$ cat config.mk
export PLATFORM = sky130hd
export DESIGN_NAME = flv_tag_deframer_flat
export DESIGN_NICKNAME = d
export VERILOG_FILES = /design/src/flvtd_pkg.sv /design/src/flvtd_in_if.sv /design/src/flvtd_out_if.sv /design/src/flv_tag_deframer.sv /design/src/flat_wrapper.sv
export SDC_FILE = /design/constraint.sdc
export NUM_CORES = 1
export LEC_CHECK = 0
export ABC_AREA = 1
export BUFFER_PORTS_ARGS = -buffer_cell sky130_fd_sc_hd__buf_2
export CORE_MARGIN = 2
export CORE_UTILIZATION = 55
export DETAILED_ROUTE_END_ITERATION = 8
export GPL_ROUTABILITY_DRIVEN = 1
export HOLD_SLACK_MARGIN = 0.08
export PLACE_DENSITY = 0.81
export SLEW_MARGIN = 5
export SYNTH_ARGS = -nofsm -noshare
export SYNTH_HDL_FRONTEND = slang
export SYNTH_SLANG_ARGS = --single-unit
$ cat constraint.sdc
create_clock -name clk -period 4.75 [get_ports clk]
set_clock_uncertainty 0.05 [all_clocks]
set_input_delay 0.2375 -clock clk [delete_from_list [all_inputs] [get_ports clk]]
set_output_delay 0.2375 -clock clk [all_outputs]
set_load 0.03 [all_outputs]
$ cat src/flvtd_pkg.sv
// ----------------------------------------------------------------------------
// flvtd_pkg
// Types and constants used by the FLV tag deframer; the channel interfaces
// do not import them.
// ----------------------------------------------------------------------------
`default_nettype none

package flvtd_pkg;

	// parser phases
	typedef enum logic [2:0] {
		PH_FILEHDR = 3'd0,
		PH_SKIP    = 3'd1,
		PH_PTS0    = 3'd2,
		PH_TAGHDR  = 3'd3,
		PH_PAYLOAD = 3'd4,
		PH_TRAILER = 3'd5,
		PH_HALT    = 3'd6
	} phase_t;

	// latched error codes
	typedef enum logic [1:0] {
		ERR_NONE     = 2'd0,
		ERR_SIG      = 2'd1,
		ERR_OFFSET   = 2'd2,
		ERR_TRAILER  = 2'd3
	} err_t;

	// signature bytes
	localparam logic [7:0] SIG_F = 8'h46;
	localparam logic [7:0] SIG_L = 8'h4C;
	localparam logic [7:0] SIG_V = 8'h56;

	// field lengths in bytes, and the index of the first data offset byte
	localparam logic [31:0] FILE_HDR_LEN = 32'd9;
	localparam logic [31:0] TAG_HDR_LEN  = 32'd11;
	localparam logic [31:0] PTS_LEN      = 32'd4;
	localparam logic [31:0] TRAILER_LEN  = 32'd4;
	localparam logic [31:0] OFFSET_FIRST = 32'd5;

	localparam logic [7:0] TYPE_MASK = 8'h1F;

endpackage

`default_nettype wire

$ cat src/flvtd_in_if.sv
// ----------------------------------------------------------------------------
// flvtd_in_if
// Byte channel into the deframer: one file byte and a restart flag per beat.
// ----------------------------------------------------------------------------
`default_nettype none

interface flvtd_in_if;
	logic       valid;
	logic       ready;
	logic [7:0] file_byte;
	logic       restart;

	modport source (output valid, output file_byte, output restart, input ready);
	modport sink   (input valid, input file_byte, input restart, output ready);
endinterface

`default_nettype wire

$ cat src/flvtd_out_if.sv
// ----------------------------------------------------------------------------
// flvtd_out_if
// Result channel out of the deframer: one result beat per input byte.
// ----------------------------------------------------------------------------
`default_nettype none

interface flvtd_out_if;
	logic        valid;
	logic        ready;
	logic        payload_valid;
	logic [7:0]  payload_byte;
	logic [4:0]  tag_type;
	logic [23:0] tag_size;
	logic [31:0] tag_timestamp;
	logic        payload_last;
	logic        tag_end;
	logic [1:0]  error_code;

	modport source (
		output valid, output payload_valid, output payload_byte, output tag_type,
		output tag_size, output tag_timestamp, output payload_last, output tag_end,
		output error_code, input ready
	);
	modport sink (
		input valid, input payload_valid, input payload_byte, input tag_type,
		input tag_size, input tag_timestamp, input payload_last, input tag_end,
		input error_code, output ready
	);
endinterface

`default_nettype wire

$ cat src/flv_tag_deframer.sv
// Output: the result register captures a result beat at the edge that accepts
//   its byte beat.
// Throughput: one byte per cycle while the result register is empty or result.ready is high; the parser state
//   and the result register both update at the accepting edge, so bytes can stream back to back.
// Reset: arst_n clears the parser to the file header phase with no error and
//   empties the result register; a restart beat clears the parser state in-band and is parsed as the first header byte.
// ----------------------------------------------------------------------------
// flv_tag_deframer
// Byte-serial FLV tag parser: checks the file header, skips to the first tag,
// unpacks tag headers, forwards payload and checks each tag's trailing size.
// ----------------------------------------------------------------------------
`default_nettype none

module flv_tag_deframer (
	input  wire logic  clk,
	input  wire logic  arst_n,
	flvtd_in_if.sink   stream,
	flvtd_out_if.source result
);
	import flvtd_pkg::*;

	// parser state
	phase_t      phase_q, phase_n;
	logic [31:0] cnt_q, cnt_n;
	logic [31:0] hoff_q, hoff_n;
	logic [4:0]  type_q, type_n;
	logic [23:0] size_q, size_n;
	logic [31:0] ts_q, ts_n;
	logic [31:0] trl_q, trl_n;
	err_t        err_q, err_n;

	// state as seen by this byte, after an optional restart
	phase_t      ph_c;
	logic [31:0] cnt_c, hoff_c, trl_c, ts_c, cnt_inc;
	logic [4:0]  type_c;
	logic [23:0] size_c;
	logic [31:0] size_p11;
	logic        sig_bad;

	// per-beat result flags
	logic pv, plast, tend;

	// result register
	logic        out_valid_q;
	logic        pv_q, plast_q, tend_q;
	logic [7:0]  byte_q;
	logic [4:0]  rtype_q;
	logic [23:0] rsize_q;
	logic [31:0] rts_q;
	err_t        rerr_q;

	logic accept;
	logic [7:0] b;

	assign b      = stream.file_byte;
	assign stream.ready = !out_valid_q || result.ready;
	assign accept = stream.valid && stream.ready;

	// state register
	always_ff @(posedge clk or negedge arst_n) begin
		if (!arst_n) begin
			phase_q <= PH_FILEHDR;
			cnt_q   <= '0;
			hoff_q  <= '0;
			type_q  <= '0;
			size_q  <= '0;
			ts_q    <= '0;
			trl_q   <= '0;
			err_q   <= ERR_NONE;
		end else if (accept) begin
			phase_q <= phase_n;
			cnt_q   <= cnt_n;
			hoff_q  <= hoff_n;
			type_q  <= type_n;
			size_q  <= size_n;
			ts_q    <= ts_n;
			trl_q   <= trl_n;
			err_q   <= err_n;
		end
	end

	// next state and result for one byte
	always_comb begin
		ph_c   = stream.restart ? PH_FILEHDR : phase_q;
		cnt_c  = stream.restart ? '0 : cnt_q;
		hoff_c = stream.restart ? '0 : hoff_q;
		type_c = stream.restart ? '0 : type_q;
		size_c = stream.restart ? '0 : size_q;
		ts_c   = stream.restart ? '0 : ts_q;
		trl_c  = stream.restart ? '0 : trl_q;
		cnt_inc  = cnt_c + 32'd1;
		size_p11 = {8'd0, size_c} + TAG_HDR_LEN;
		sig_bad  = (cnt_c == 32'd0 && b != SIG_F) || (cnt_c == 32'd1 && b != SIG_L)
			|| (cnt_c == 32'd2 && b != SIG_V);

		phase_n = ph_c;
		cnt_n   = cnt_c;
		hoff_n  = hoff_c;
		type_n  = type_c;
		size_n  = size_c;
		ts_n    = ts_c;
		trl_n   = trl_c;
		err_n   = stream.restart ? ERR_NONE : err_q;
		pv      = 1'b0;
		plast   = 1'b0;
		tend    = 1'b0;

		unique case (ph_c)
			PH_FILEHDR: begin
				if (sig_bad) begin
					err_n   = ERR_SIG;
					phase_n = PH_HALT;
				end else begin
					if (cnt_c >= OFFSET_FIRST) hoff_n = {hoff_c[23:0], b};
					cnt_n = cnt_inc;
					if (cnt_inc == FILE_HDR_LEN) begin
						cnt_n = '0;
						if (hoff_n < FILE_HDR_LEN) begin
							err_n   = ERR_OFFSET;
							phase_n = PH_HALT;
						end else if (hoff_n > FILE_HDR_LEN) begin
							phase_n = PH_SKIP;
						end else begin
							phase_n = PH_PTS0;
						end
					end
				end
			end
			PH_SKIP: begin
				cnt_n = cnt_inc;
				if (cnt_inc == hoff_c - FILE_HDR_LEN) begin
					cnt_n   = '0;
					phase_n = PH_PTS0;
				end
			end
			PH_PTS0: begin
				cnt_n = cnt_inc;
				if (cnt_inc == PTS_LEN) begin
					cnt_n   = '0;
					phase_n = PH_TAGHDR;
				end
			end
			PH_TAGHDR: begin
				unique case (cnt_c)
					32'd0: begin
						type_n = b[4:0] & TYPE_MASK[4:0];
						size_n = '0;
						ts_n   = '0;
					end
					32'd1, 32'd2, 32'd3: size_n = {size_c[15:0], b};
					32'd4: ts_n[23:16] = b;
					32'd5: ts_n[15:8]  = b;
					32'd6: ts_n[7:0]   = b;
					32'd7: ts_n[31:24] = b;
					default: ;
				endcase
				cnt_n = cnt_inc;
				if (cnt_inc == TAG_HDR_LEN) begin
					cnt_n   = '0;
					trl_n   = '0;
					phase_n = (size_n == 24'd0) ? PH_TRAILER : PH_PAYLOAD;
				end
			end
			PH_PAYLOAD: begin
				pv    = 1'b1;
				cnt_n = cnt_inc;
				if (cnt_inc >= {8'd0, size_c}) begin
					plast   = 1'b1;
					cnt_n   = '0;
					trl_n   = '0;
					phase_n = PH_TRAILER;
				end
			end
			PH_TRAILER: begin
				trl_n = {trl_c[23:0], b};
				cnt_n = cnt_inc;
				if (cnt_inc == TRAILER_LEN) begin
					cnt_n = '0;
					if (trl_n == size_p11) begin
						tend    = 1'b1;
						phase_n = PH_TAGHDR;
					end else begin
						err_n   = ERR_TRAILER;
						phase_n = PH_HALT;
					end
				end
			end
			default: ;
		endcase
	end

	// result register valid
	always_ff @(posedge clk or negedge arst_n) begin
		if (!arst_n) begin
			out_valid_q <= 1'b0;
		end else if (accept) begin
			out_valid_q <= 1'b1;
		end else if (result.ready) begin
			out_valid_q <= 1'b0;
		end
	end

	// result register payload
	always_ff @(posedge clk) begin
		if (accept) begin
			pv_q    <= pv;
			plast_q <= plast;
			tend_q  <= tend;
			byte_q  <= pv ? b : 8'd0;
			rtype_q <= pv ? type_c : 5'd0;
			rsize_q <= pv ? size_c : 24'd0;
			rts_q   <= pv ? ts_c : 32'd0;
			rerr_q  <= err_n;
		end
	end

	assign result.valid         = out_valid_q;
	assign result.payload_valid = pv_q;
	assign result.payload_byte  = byte_q;
	assign result.tag_type      = rtype_q;
	assign result.tag_size      = rsize_q;
	assign result.tag_timestamp = rts_q;
	assign result.payload_last  = plast_q;
	assign result.tag_end       = tend_q;
	assign result.error_code    = rerr_q;

`ifndef SYNTHESIS
	// an error is latched exactly while the parser is halted
	a_err_halt: assert property (@(posedge clk) disable iff (!arst_n)
		(err_q != ERR_NONE) == (phase_q == PH_HALT))
		else $error("error latch and halt phase disagree");

	// only a restart beat leaves the halt phase
	a_halt_sticky: assert property (@(posedge clk) disable iff (!arst_n)
		(phase_q == PH_HALT && !(accept && stream.restart)) |=> (phase_q == PH_HALT))
		else $error("halt phase left without restart");

	// last flag only on a payload beat
	a_last_pv: assert property (@(posedge clk) disable iff (!arst_n)
		(out_valid_q && plast_q) |-> pv_q)
		else $error("payload_last without payload_valid");

	// a completed tag never carries an error
	a_end_ok: assert property (@(posedge clk) disable iff (!arst_n)
		(out_valid_q && tend_q) |-> (rerr_q == ERR_NONE && !pv_q))
		else $error("tag_end with error or payload");
`endif

endmodule

`default_nettype wire
$ cat src/flat_wrapper.sv
// flat-port wrapper written by rule: the top's interface ports become plain ports
module flv_tag_deframer_flat import flvtd_pkg::*;
  (clk, arst_n, stream_valid, stream_file_byte, stream_restart, stream_ready, result_valid, result_payload_valid, result_payload_byte, result_tag_type, result_tag_size, result_tag_timestamp, result_payload_last, result_tag_end, result_error_code, result_ready);
  flvtd_in_if stream_i ();
  flvtd_out_if result_i ();
  input  wire logic clk;
  input  wire logic arst_n;
  input wire logic [$bits(stream_i.valid)-1:0] stream_valid;
  input wire logic [$bits(stream_i.file_byte)-1:0] stream_file_byte;
  input wire logic [$bits(stream_i.restart)-1:0] stream_restart;
  output wire logic [$bits(stream_i.ready)-1:0] stream_ready;
  output wire logic [$bits(result_i.valid)-1:0] result_valid;
  output wire logic [$bits(result_i.payload_valid)-1:0] result_payload_valid;
  output wire logic [$bits(result_i.payload_byte)-1:0] result_payload_byte;
  output wire logic [$bits(result_i.tag_type)-1:0] result_tag_type;
  output wire logic [$bits(result_i.tag_size)-1:0] result_tag_size;
  output wire logic [$bits(result_i.tag_timestamp)-1:0] result_tag_timestamp;
  output wire logic [$bits(result_i.payload_last)-1:0] result_payload_last;
  output wire logic [$bits(result_i.tag_end)-1:0] result_tag_end;
  output wire logic [$bits(result_i.error_code)-1:0] result_error_code;
  input wire logic [$bits(result_i.ready)-1:0] result_ready;
  assign stream_i.valid = stream_valid;
  assign stream_i.file_byte = stream_file_byte;
  assign stream_i.restart = stream_restart;
  assign stream_ready = stream_i.ready;
  assign result_valid = result_i.valid;
  assign result_payload_valid = result_i.payload_valid;
  assign result_payload_byte = result_i.payload_byte;
  assign result_tag_type = result_i.tag_type;
  assign result_tag_size = result_i.tag_size;
  assign result_tag_timestamp = result_i.tag_timestamp;
  assign result_payload_last = result_i.payload_last;
  assign result_tag_end = result_i.tag_end;
  assign result_error_code = result_i.error_code;
  assign result_i.ready = result_ready;
  flv_tag_deframer u_core (.clk(clk), .arst_n(arst_n), .stream(stream_i), .result(result_i));
endmodule
## After elaboration in Yosys (flattened, before gate mapping)

Cells that the tools add are included.

- Word-level logic and storage cells: 115
- Bits in registers: 237
- Output and inout bits: 76
- Input port bits: 13

- Reduce and logical (&&, ||, !) cells: 15
- $lt $le $gt $ge: 4
- Add/sub/neg operators: 3
- Equal/unequal tests: 20
- Multiplexer cells: 56

Operator list:

| kind | number |
|---|---|
| 32-bit two-way mux | 18 |
| 32-bit by 3-bit == test with 1-bit output, second input constant | 5 |
| 32-bit case mux with 5 select lines | 1 |
| 32-bit case mux with 3 select lines | 1 |
| 24-bit two-way mux | 3 |
| 32-bit by 2-bit == test with 1-bit output, second input constant | 2 |
| 32-bit == test | 2 |
| 32-bit by 4-bit == test with 1-bit output, second input constant | 2 |
| 8-bit case mux with 2 select lines | 4 |
| 24-bit case mux with 2 select lines | 1 |
| 32-bit by 1-bit adder with 32-bit output, second input constant | 1 |
| 32-bit by 1-bit == test with 1-bit output, second input constant | 1 |
| 32-bit by 24-bit greater-or-equal comparator with 1-bit output | 1 |
| 32-bit by 3-bit greater-or-equal comparator with 1-bit output, second input constant | 1 |
| 32-bit by 4-bit > comparator with 1-bit output, second input constant | 1 |
| 32-bit logical NOT | 1 |
| 32-bit by 4-bit < comparator with 1-bit output, second input constant | 1 |
| 32-bit by 4-bit subtractor with 32-bit output, second input constant | 1 |
| 3-bit two-way mux | 10 |
| 24-bit by 4-bit adder with 25-bit output, second input constant | 1 |
| 24-bit logical NOT | 1 |
| 8-bit by 7-bit inequality test with 1-bit output, second input constant | 3 |
| 3-bit case mux with 6 select lines | 1 |
| 5-bit two-way mux | 3 |
| 14 further kinds | 32 |

## Logic depth before layout (Yosys ltp)

- Depth after elaboration: 13
- Gate-level depth with buffers: 29
- Depth with buffers taken out: 26

## Worst setup path after synthesis

Ideal clock, no wire load.

- Kind: register -> register
- Start point: register u_core.out_valid_q, in the netlist u_core.result.valid
- End point: register u_core.rerr_q[0], in the netlist u_core.result.error_code[0], enable pin
- Data required time: 4234 ps
- Stages on the path, launching flop included: 6
- Setup time: 466 ps
- Clock period less this slack: 4109 ps
- Path slack: 641 ps
- Arrival: 3593 ps
- Path through: dfrtp_1 > nand2_1 > nand2_1 > inv_1 > clkbuf_1 > clkbuf_1

- Cells in the longest elaborated chain, start to end: 3

RTL lines:

| item | line | text |
|---|---|---|
| start: declaration | flv_tag_deframer.sv:44 | `logic out_valid_q;` |
| start signal: assignment | flv_tag_deframer.sv:195 | `out_valid_q <= 1'b0;` |
| start signal: assignment | flv_tag_deframer.sv:197 | `out_valid_q <= 1'b1;` |
| start signal: assignment | flv_tag_deframer.sv:199 | `out_valid_q <= 1'b0;` |
| 1-bit logical NOT | flv_tag_deframer.sv:56 | `assign stream.ready = !out_valid_q \|\| result.ready;` |
| 1-bit logical OR | flv_tag_deframer.sv:56 |  |
| named net stream_ready | flat_wrapper.sv:11 | `output wire logic [$bits(stream_i.ready)-1:0] stream_ready;` |
| 1-bit logical AND | flv_tag_deframer.sv:57 | `assign accept = stream.valid && stream.ready;` |
| named net u_core.accept | flv_tag_deframer.sv:52 | `logic accept;` |
| end signal: assignment | flv_tag_deframer.sv:213 | `rerr_q <= err_n;` |
| end: declaration | flv_tag_deframer.sv:50 | `err_t rerr_q;` |

The timed path passes the listed nets, and every way through them passes these cells.
A chain may end at the register's enable or synchronous reset.

## Worst setup path after layout

- Start point: register u_core.cnt_q[1]
- End point: register u_core.cnt_q[2]

- Cells in the longest elaborated chain, start to end: 7
- Elaborated cells on any way between the ends: 22
- Classes of those cells: 1 x add/sub; 1 x order compare; 6 x eq/ne; 8 x mux; 6 x reduce/logical

RTL lines:

| item | line | text |
|---|---|---|
| start: declaration | flv_tag_deframer.sv:24 | `logic [31:0] cnt_q, cnt_n;` |
| start signal: assignment | flv_tag_deframer.sv:72 | `cnt_q <= cnt_n;` |
| 32-bit two-way mux * | flv_tag_deframer.sv:85 | `cnt_c = stream.restart ? '0 : cnt_q;` |
| branches (longest 5 deep; another with 32-bit by 1-bit adder with 32-bit output) | n/a |  |
| 32-bit case mux with 5 select lines * | flv_tag_deframer.sv:108 | `unique case (ph_c)` |

Every way passes the cells marked *.

==> metrics.txt <==
Lkg Pwr between 0.009 and 0.01 uW; Synth area leader dfrtp_1; CP max FO 30; fmax 233.0 MHz; HPWL after DPL between 40000 and 50000 microns; most common flop cell mapped by yosys dfrtp_1; DR DRC count 0; final global-route overflow total 0; most area-consuming cells after synthesis dfrtp_1, nand2_1, edfxtp_1; vias around 18000; measured slew at the worst slew-check pin 0.9804 ns; Ys Warns 0; Mapped Area 17120 sq um; DR iter-0 viols slightly above 2000; CTS buffer count 27; final worst-path cycle share between 90% and 100%; Antenna Nets Post-Route 0; later-pin clock latency in the skew report 0.58 ns; share of layout cells above drive strength 1 under 10%; Final GP Congestion between 0.9 and 1; gr usage total between 30% and 40%; Core ar. 30590 sq um; vias per cell 5.883; ys async rst share around 68%; first-pass GRT wire length approximately 90000 microns; DP Cell Count just over 3000; arrival time at the worst endpoint between 4 and 5 ns; Layout fillers 2860; RSZ-0062 raised after global routing no; Post-synth EDFFs 74; Core Rows 64; PortBufs 88; Final Hold Fails 0; full die area between 30000 and 40000 sq um; final cell count without fillers approximately 3100; setup TNS 0 ns; clock slew at reported path FFs ~0.070 ns; final setup violation count 0; Peak VDD IR 372.5 uV; count of cell types in the netlist between 50 and 60; initial antenna violation count 0; layout overhead on the synthesized area 10.09%; power density cells 427.5 nW/um^2; Clock Path Buffers 3; Synth top area share between 20 and 25%; status finished, final reports clean; Yosys reg bits 229; Layout Nets roughly 2800; Tmin final 4.292 ns; die height approximately 180 microns; WL per Instance between 15 and 20 microns; Crit path required time roughly 5.2 ns; WS Path Type reg2reg; crit path launch type flop; vias in the first global route around 17000; DR pass1 iterations 7; MaxCap Viol Count 0; H-tree levels 1; final WL 58760 microns; postcts setup bufs 0; clock root cell clkbuf_16; syn nets around 2700; Hold Crit Class in2reg; Post-CTS Resized 0; CP endpoint kind flop; Starting Density a little under three fifths; average size of a mapped cell around 6.5 sq um; slew margin rel. 34.64%; CTS tree built; Slew Viols, Final 0; Top Ports 89; register area share after synthesis 35.64%; Die Span X between 150 and 200 microns; # hold bufs at CTS 8; Sink Count roughly 230; largest net degree at the start of global routing around 120; Post-Synthesis Cells between 2000 and 3000
==> cell usage after synthesis (20+ instances only) <==
| cell type | n |
|---|---|
| nor2_2 | 27 |
| a22oi_1 | 20 |
| nor2_1 | 365 |
| nand3_1 | 195 |
| inv_1 | 275 |
| nand2_1 | 841 |
| ha_1 | 30 |
| dfrtp_1 | 155 |
| o21ai_0 | 178 |
| nor3_1 | 47 |
| nand4_1 | 46 |
| edfxtp_1 | 74 |
| a21oi_1 | 140 |
| clkbuf_1 | 60 |
==> final cells by class <==
type                       count  area [sq um]  share of cell area [%]
multi-input combinational   2024          9412                   49.93
sequential                   229          6101                   32.37
inverter                     287          1087                   5.769
timing repair buffer         142         887.1                   4.707
clock buffer                  30         696.9                   3.698
tap                          396         495.5                   2.629
clock inverter                20         166.4                  0.8829
antenna                        1         2.502                 0.01328
==> path summary, 6_finish.rpt <==
| path | start | endpoint | slack (ns) | depth (start not counted) |
|---|---|---|---|---|
| max | u_core.cnt_q[1]$_DFFE_PN0P_ | u_core.cnt_q[2]$_DFFE_PN0P_ | 0.46 | 24 |
| min | stream_file_byte[4] | u_core.size_q[4]$_DFFE_PN0P_ | 0.12 | 5 |
| max reg2reg | u_core.cnt_q[1]$_DFFE_PN0P_ | u_core.cnt_q[2]$_DFFE_PN0P_ | 0.46 | 24 |
| min reg2reg | u_core.hoff_q[27]$_DFFE_PN0P_ | u_core.hoff_q[27]$_DFFE_PN0P_ | 0.43 | 2 |
| max in group asynchronous | arst_n | u_core.hoff_q[28]$_DFFE_PN0P_ | 3.19 | 3 |
| min in group asynchronous | arst_n | u_core.size_q[21]$_DFFE_PN0P_ | 0.25 | 2 |
==> state kept, by name (all words and copies together), names as in the netlist, 2 cells and up <==
signal	flops
u_core.cnt_q	32
u_core.hoff_q	32
u_core.result.tag_timestamp	32
u_core.ts_q	32
u_core.result.tag_size	24
u_core.size_q	24
u_core.trl_q	24
u_core.result.payload_byte	8
u_core.result.tag_type	5
u_core.type_q	5
u_core.phase_q	3
u_core.err_q	2
u_core.result.error_code	2
==> cells in the final DEF (no fill, tap or decap), types with 12 or more instances in the layout <==
cell,netlist,layout
nand2_1,841,840
nor2_1,365,362
inv_1,275,273
nand3_1,195,195
o21ai_0,178,178
dfrtp_1,155,155
a21oi_1,140,140
buf_2,19,86
edfxtp_1,74,74
nor3_1,47,47
nand4_1,46,46
buf_4,6,46
ha_1,30,30
nor2_2,27,28
clkbuf_16,0,27
a22oi_1,20,20
nand2_2,19,19
xor2_1,19,19
a2bb2oi_1,14,14
clkinv_1,3,12
o21ai_1,12,12
==> critical path, cell delays in order, from the launching register on <==
cell,delay [ns]
dfrtp_1,0.40
inv_1,0.06
nor2_1,0.24
ha_1,0.30
nand3_2,0.12
nor2_2,0.22
nand2_1,0.14
nor2_2,0.26
nand2_1,0.09
nand2_1,0.14
ha_1,0.26
nand4_1,0.11
inv_1,0.05
a21oi_1,0.15
nand2_1,0.07
nand2_1,0.05
nand2_1,0.04
nor2_1,0.23
nand3_1,0.17
nand2_4,0.33
nor2_4,0.07
nand3_2,0.07
buf_4,0.32
nand2_1,0.11
a21oi_1,0.15
==> metal layers <==
layer / vias to the layer above / wire [microns] / GRT usage [%]
met5: - / 0 / 0
met4: 0 / 2888 / 15.81
met3: 177 / 5544 / 5.538
met2: 988 / 26680 / 57.42
met1: 8548 / 23650 / 46.71
li1: 8696 / - / -
==> cells by family after synthesis <==
group / Yosys count / share of synthesized area, %
AND/OR/NAND/NOR: 1570 / 38.49
AO/OA/AOI/OAI: 399 / 12.87
buffers and inverters: 394 / 9.537
flip-flops: 229 / 35.64
adder cells (fa/ha/maj): 30 / 2.193
XOR/XNOR: 25 / 1.279
==> through the flow <==
stage	util [%]	area (sq um)	hold slack, ns	total power (uW)	setup slack, ns
after floorplan	-	17120	-0.1081	4985	0.6409
after global placement	58.52	17900	0.3372	5855	0.5115
after detailed placement	58.52	17900	0.3408	5920	0.4098
after CTS	61.61	18850	0.08806	7996	0.5581
after global routing	61.61	18850	0.1768	8557	0.07536
final	61.62	18850	0.1205	8058	0.4580
==> power breakdown <==
group          switching, uW  internal, uW
combinational           2300           959
sequential               318          2410
clock                    897          1170
total                   3520          4540
Note: power is estimated with default switching activity, not from simulation.
